--- src/design/bdte_pkg.sv ---
// types, constants and helper functions shared by the bcd date-time converter
package bdte_pkg;

    localparam logic [4:0] TZ_RESET = 5'd9;

    // tens-digit limits per field
    localparam logic [3:0] YEAR_TENS_LIM   = 4'd10;
    localparam logic [3:0] MONTH_TENS_LIM  = 4'd2;
    localparam logic [3:0] DAY_TENS_LIM    = 4'd4;
    localparam logic [3:0] HOUR_TENS_LIM   = 4'd3;
    localparam logic [3:0] MINSEC_TENS_LIM = 4'd6;
    localparam logic [3:0] UNITS_LIM       = 4'd10;

    localparam logic [7:0] Y2K_SPLIT = 8'd70;

    typedef struct packed {
        logic [7:0] year_bcd;
        logic [7:0] month_bcd;
        logic [7:0] day_bcd;
        logic [7:0] hour_bcd;
        logic [7:0] minute_bcd;
        logic [7:0] second_bcd;
    } in_t;

    typedef struct packed {
        logic signed [31:0] epoch_seconds;
        logic               digit_fault;
    } out_t;

    // decoded transaction between the two register stages
    typedef struct packed {
        logic               fault;
        logic signed [16:0] days;
        logic signed [17:0] sod;
    } stage_t;

    function automatic logic digits_ok(input logic [7:0] b, input logic [3:0] tens_lim);
        return (b[7:4] < tens_lim) && (b[3:0] < UNITS_LIM);
    endfunction

    function automatic logic [7:0] bcd_val(input logic [7:0] b);
        return {1'b0, b[7:4], 3'b000} + {3'b000, b[7:4], 1'b0} + {4'h0, b[3:0]};
    endfunction

    function automatic logic [8:0] days_before_month(input logic [3:0] mon);
        logic [8:0] d;
        unique case (mon)
            4'd0:    d = 9'd0;
            4'd1:    d = 9'd31;
            4'd2:    d = 9'd59;
            4'd3:    d = 9'd90;
            4'd4:    d = 9'd120;
            4'd5:    d = 9'd151;
            4'd6:    d = 9'd181;
            4'd7:    d = 9'd212;
            4'd8:    d = 9'd243;
            4'd9:    d = 9'd273;
            4'd10:   d = 9'd304;
            4'd11:   d = 9'd334;
            default: d = 9'd0;
        endcase
        return d;
    endfunction

endpackage

--- src/design/bdte_decode.sv ---
// first stage logic: digit checks, bcd decode, day count and second of day
module bdte_decode (
    input  bdte_pkg::in_t    in_data,
    input  logic [4:0]       tz,
    output bdte_pkg::stage_t stage
);
    import bdte_pkg::*;

    logic [7:0]  y;
    logic [7:0]  mo;
    logic [7:0]  d;
    logic [7:0]  h;
    logic [7:0]  mi;
    logic [7:0]  s;
    logic [6:0]  year_base;
    logic [6:0]  year_off;
    logic [3:0]  mon_idx;
    logic        leap_add;
    logic [15:0] year_days;
    logic [4:0]  quads;
    logic [15:0] pos_days;
    logic [16:0] hms;
    logic [16:0] tz_secs;

    always_comb
    begin
        y  = bcd_val(in_data.year_bcd);
        mo = bcd_val(in_data.month_bcd);
        d  = bcd_val(in_data.day_bcd);
        h  = bcd_val(in_data.hour_bcd);
        mi = bcd_val(in_data.minute_bcd);
        s  = bcd_val(in_data.second_bcd);

        // year counted from 1968 so that leap years have the low two bits clear
        year_base = (y < Y2K_SPLIT) ? (y[6:0] + 7'd32) : (y[6:0] - 7'd68);

        // month zero is december of the year before, 13..19 wrap into the next
        if (mo == 8'd0)
        begin
            mon_idx  = 4'd11;
            year_off = year_base - 7'd1;
        end
        else if (mo >= 8'd13)
        begin
            mon_idx  = 4'(mo - 8'd13);
            year_off = year_base + 7'd1;
        end
        else
        begin
            mon_idx  = 4'(mo - 8'd1);
            year_off = year_base;
        end

        leap_add  = (mon_idx >= 4'd2) && (year_off[1:0] == 2'b00);
        year_days = 16'(year_off) * 16'd365;
        quads     = 5'((year_off - 7'd1) >> 2);
        pos_days  = year_days + 16'(quads) + 16'(days_before_month(mon_idx))
                  + 16'(leap_add) + 16'(d);

        hms     = 17'(h) * 17'd3600 + 17'(mi) * 17'd60 + 17'(s);
        tz_secs = 17'(tz) * 17'd3600;

        stage.fault = !(digits_ok(in_data.year_bcd,   YEAR_TENS_LIM)
                     && digits_ok(in_data.month_bcd,  MONTH_TENS_LIM)
                     && digits_ok(in_data.day_bcd,    DAY_TENS_LIM)
                     && digits_ok(in_data.hour_bcd,   HOUR_TENS_LIM)
                     && digits_ok(in_data.minute_bcd, MINSEC_TENS_LIM)
                     && digits_ok(in_data.second_bcd, MINSEC_TENS_LIM));
        // 731 = two years from 1968 plus the day-of-month offset of one
        stage.days  = $signed({1'b0, pos_days}) - 17'sd731;
        stage.sod   = $signed({1'b0, hms}) - $signed({1'b0, tz_secs});
    end

endmodule

--- src/design/bdte_combine.sv ---
// second stage: days times 86400 plus second of day, wrapped; zero on a fault
module bdte_combine (
    input  bdte_pkg::stage_t stage,
    output bdte_pkg::out_t   result
);
    import bdte_pkg::*;

    logic signed [31:0] days_w;
    logic signed [31:0] day_secs;

    always_comb
    begin
        days_w   = 32'(stage.days);
        day_secs = days_w * 32'sd86400;
        if (stage.fault)
        begin
            result.epoch_seconds = 32'sd0;
            result.digit_fault   = 1'b1;
        end
        else
        begin
            result.epoch_seconds = day_secs + 32'(stage.sod);
            result.digit_fault   = 1'b0;
        end
    end

endmodule

--- src/design/bcd_datetime_to_epoch_unit.sv ---
// top level of the bcd date-time to epoch seconds converter
//
//  channel  direction  handshake             payload
//  in       input      in_valid / in_stall   in_data  (bdte_pkg::in_t)
//  out      output     out_valid / out_stall out_data (bdte_pkg::out_t)
//  cfg      input      cfg_wr_en             cfg_wr_data (timezone hours)
//
// one transaction per cycle sustained while out_stall is low; an accepted
// transaction passes a decode register holding the day count and second
// of day, then the result register after the days-times-86400 multiply.
// reset clears both valid flags and loads the timezone offset with 9 hours.
// out_stall holds the result register; the decode register keeps taking
// transactions until it too is full, then in_stall rises.
module bcd_datetime_to_epoch_unit (
    input  logic           clk,
    input  logic           rst_n,
    input  logic           in_valid,
    output logic           in_stall,
    input  bdte_pkg::in_t  in_data,
    output logic           out_valid,
    input  logic           out_stall,
    output bdte_pkg::out_t out_data,
    input  logic           cfg_wr_en,
    input  logic [4:0]     cfg_wr_data
);
    import bdte_pkg::*;

    logic [4:0] tz_reg;
    logic       s1_valid_reg;
    stage_t     s1_reg;
    stage_t     s1_next;
    logic       out_valid_reg;
    out_t       out_reg;
    out_t       out_next;
    logic       out_load;
    logic       s1_load;

    bdte_decode u_decode (
        .in_data (in_data),
        .tz      (tz_reg),
        .stage   (s1_next)
    );

    bdte_combine u_combine (
        .stage  (s1_reg),
        .result (out_next)
    );

    assign out_load  = !out_valid_reg || !out_stall;
    assign s1_load   = !s1_valid_reg || out_load;
    assign in_stall  = !s1_load;
    assign out_valid = out_valid_reg;
    assign out_data  = out_reg;

    always_ff @(posedge clk or negedge rst_n)
    begin
        if (!rst_n)
        begin
            tz_reg        <= TZ_RESET;
            s1_valid_reg  <= 1'b0;
            out_valid_reg <= 1'b0;
        end
        else
        begin
            if (cfg_wr_en)
                tz_reg <= cfg_wr_data;
            if (s1_load)
                s1_valid_reg <= in_valid;
            if (out_load)
                out_valid_reg <= s1_valid_reg;
        end
    end

    always_ff @(posedge clk)
    begin
        if (s1_load && in_valid)
            s1_reg <= s1_next;
        if (out_load && s1_valid_reg)
            out_reg <= out_next;
    end

    a_fault_zero : assert property (@(posedge clk) disable iff (!rst_n)
        out_valid && out_data.digit_fault |-> out_data.epoch_seconds == 32'sd0)
        else $error("fault result carries a nonzero count");

    a_accept_fills : assert property (@(posedge clk) disable iff (!rst_n)
        in_valid && !in_stall |=> s1_valid_reg)
        else $error("accepted transaction lost in decode stage");

    a_full_stalls : assert property (@(posedge clk) disable iff (!rst_n)
        out_valid && out_stall && s1_valid_reg |-> in_stall)
        else $error("input taken while both stages are full");

    a_move_on : assert property (@(posedge clk) disable iff (!rst_n)
        s1_valid_reg && !(out_valid && out_stall) |=> out_valid)
        else $error("decoded transaction not moved to result register");

endmodule
--- config.mk ---
export PLATFORM = sky130hd
export DESIGN_NAME = bcd_datetime_to_epoch_unit
export DESIGN_NICKNAME = d
export VERILOG_FILES = /design/src/design/bdte_pkg.sv /design/src/design/bdte_decode.sv /design/src/design/bdte_combine.sv /design/src/design/bcd_datetime_to_epoch_unit.sv
export SDC_FILE = /design/constraint.sdc
export NUM_CORES = 1
export LEC_CHECK = 0
export BUFFER_PORTS_ARGS = -buffer_cell sky130_fd_sc_hd__buf_2
export CORE_MARGIN = 5
export CORE_UTILIZATION = 44
export CTS_BUF_LIST = sky130_fd_sc_hd__clkbuf_2 sky130_fd_sc_hd__clkbuf_4 sky130_fd_sc_hd__clkbuf_8
export CTS_CLUSTER_DIAMETER = 150
export CTS_CLUSTER_SIZE = 8
export DETAILED_ROUTE_END_ITERATION = 6
export GPL_TIMING_DRIVEN = 1
export PLACE_DENSITY = 0.67
export SETUP_SLACK_MARGIN = 0.05
export SLEW_MARGIN = 25
export SYNTH_ARGS = -nofsm -noshare
export SYNTH_HDL_FRONTEND = slang
export SYNTH_SLANG_ARGS = --single-unit
--- constraint.sdc ---
create_clock -name clk -period 15.9 [get_ports clk]
set_input_delay 3.18 -clock clk [delete_from_list [all_inputs] [get_ports clk]]
set_output_delay 3.18 -clock clk [all_outputs]
set_load 0.03 [all_outputs]
==> metrics.cfg <==
[cts]
cts.path.max_buffers=2
cts-resized-gates=0
cts-root-buf=clkbuf_8
cts_tree=yes
cts_buffers=9
post_cts_buffers=0
clkLatencyLatePin_ns=0.38
clock-sinks=76
clkTransAtPathRegs_ns=0.10
cts_hold_buf=0
htreeDepth=3

[cells_and_area]
antennaDiodeCount=0
areaGrowthSynthToFinish_pct=8.447
largest_reg_flops=36
layout-drive-gt1-share_pct=8.093
fill_cells=2999
final_nets=2076
fin_util_pct=48.31
finalNonFillerCells=1996

[status]
status=finished clean

[timing]
tightest_slew_ns=0.8366
report.final.slew_viol_count=0
finalHoldViolCount=0
final.setup_skew_ns=0.02053
period_minus_slack_ns=11.88
fin_crit_sh_pct=74.74
setup_viol=0
fin_setup_tns_ns=0
slew-limit-headroom_pct=43.52
rsz0062_at_grt=no
max_freq_mhz=84.15
fin_ws_ns=4.017

[logic_synthesis]
synth_edf_count=69
netlist_area_mm2=0.01406
synth-compound-area-share_pct=12.26
yosysSeqAreaShare_pct=16.00
synth_commonest_cells=ha_1 (307), inv_1 (303), fa_1 (122)
ys.flop_type=edfxtp_1
synth_mux_area_share_pct=0.8901
synth_simple_gate_area_share_pct=9.755
yosysUniqueCellTypes=70
synth_top_family_by_area=adder cells
syn_nets=1978
ys_async_sr_fraction_pct=9.211
ys_ff_latch=76
synthCells=1491
synth_area_leaders=ha_1 (27%), fa_1 (17%), edfxtp_1 (15%), inv_1 (8.1%), xnor2_1 (4.9%)
synth_top_area_share_pct=27.33
synth-xor-area-share_pct=8.082
synth_adder_area_share_pct=44.70
syn_area_per_cell_um2=9.428
synth_most_common_cell=ha_1
synth_largest_area_cell=ha_1
synth_warnings=0

[global_route]
grtUsageTotal_pct=15.86
grt_pass1_wl_um=48330
antenna_found_initial=0
grt_max_degree=37
overflow=0
grt_pass1_vias=10660

[drt]
drtIter0Drc=371
wire_per_inst_um=13.59
ant_nets=0
via_per_inst=5.115
first_pass_iters=5
num_vias=10210
drt_wl_total_um=27120
remaining_drc_errors=0

[critical_path]
critPathMaxFanout=10
critPathRequiredTime_ns=16.01
cp_common_cell=fa_1
path_class=input port to flip-flop
end_kind=flip-flop
critical_path_arrival_ns=11.99
critical_path.startpoint_type=input port
slowest_delay_ns=0.58
slowest_stage=nor3_1

[floorplan]
die_w_um=188.7
die_h_um=188.7
die_area_mm2=0.03562
start_util_pct=44.55
row_count=65
core_mm2=0.03156
num_io_pins=93

[min_path]
hold_class=flip-flop to flip-flop

[placement]
port_buffers=92
place_congestion=0.9040
post-place-ws_ns=3.630
dp_cells=1979
place_hpwl_um=23900

[job]
drv_cap=0

critical path, delay by kind of cell:
kind | cells | cell delay, ns
AOI/OAI and AO/OA | 8 | 1.80
xor gates and xnor gates | 3 | 0.55
adders and majority gates | 9 | 4.16
buffers and inverters | 5 | 0.28
muxes | 1 | 0.14
and+or+nand+nor | 7 | 1.87
layout by cell type (no fill, tap or decap), types with 7 or more instances in the layout:
cell	Yosys	layout
a211oi_1	14	14
a21o_1	42	42
a21oi_1	73	73
a31oi_1	7	7
and3_1	8	8
buf_2	1	92
clkbuf_8	0	9
edfxtp_1	69	69
fa_1	122	122
ha_1	307	307
inv_1	303	303
mux2i_1	8	8
nand2_1	48	48
nand2b_1	15	15
nand3_1	15	15
nand4_1	12	12
nor2_1	75	75
nor2b_1	28	28
nor3_1	21	21
o21a_1	12	12
o21ai_0	59	59
o21bai_1	10	10
or3_1	12	12
xnor2_1	78	78
xor2_1	48	48
cell families (layout without fill, tap and decap cells):
kind of cell,after synthesis,after routing
xor+xnor,128,128
flops,76,76
simple gates,270,270
mux,12,12
compound gates,266,266
buf+inv,310,413
fa+ha+maj,429,429
worst paths after layout:
path | start | endpoint | slack (ns) | cells after the start
max in group asynchronous | rst_n | tz_reg[3]$_DFFE_PN1P_ | 13.05 | 1
min in group asynchronous | rst_n | tz_reg[1]$_DFFE_PN0P_ | 2.61 | 1
worst max register to register | s1_reg[20]$_DFFE_PP_ | out_data[31]$_SDFFCE_PP0P_ | 9.16 | 25
worst max-delay path | in_data[35] | s1_reg[33]$_DFFE_PP_ | 4.02 | 33
worst min register to register | s1_valid_reg$_DFFE_PN0N_ | out_valid$_DFFE_PN0P_ | 0.51 | 1
worst min-delay path | s1_valid_reg$_DFFE_PN0N_ | out_valid$_DFFE_PN0P_ | 0.51 | 1
layout make-up:
cell class	count	area (um2)	area share (%)
sequential	76	2250	14.76
multi-input combinational	1105	10650	69.87
timing repair buffer	94	495.5	3.250
clock buffer	9	123.9	0.8125
tap	402	503.0	3.299
inverter	303	1137	7.461
clock inverter	7	83.83	0.5499
per-layer routing:
layer | up-vias | track usage (%) | part of all wire, %
met1 | 4788 | 20.74 | 47
li1 | 5252 | - | -
met2 | 143 | 28.53 | 48
met4 | 0 | 3.335 | 1.4
met5 | - | 0 | 0
met3 | 26 | 1.649 | 2.9
metrics by stage:
stage               hold WS, ns  cell area, um2
finish                   0.5098           15240
global route             0.5379           15240
CTS                      0.5067           15220
detailed placement       0.4819           15010
global placement         0.4613           15010
floorplan                0.4434           14060
Power is not shown: default switching activity piles up to over one toggle a cycle in this logic, so the estimate is an artifact.
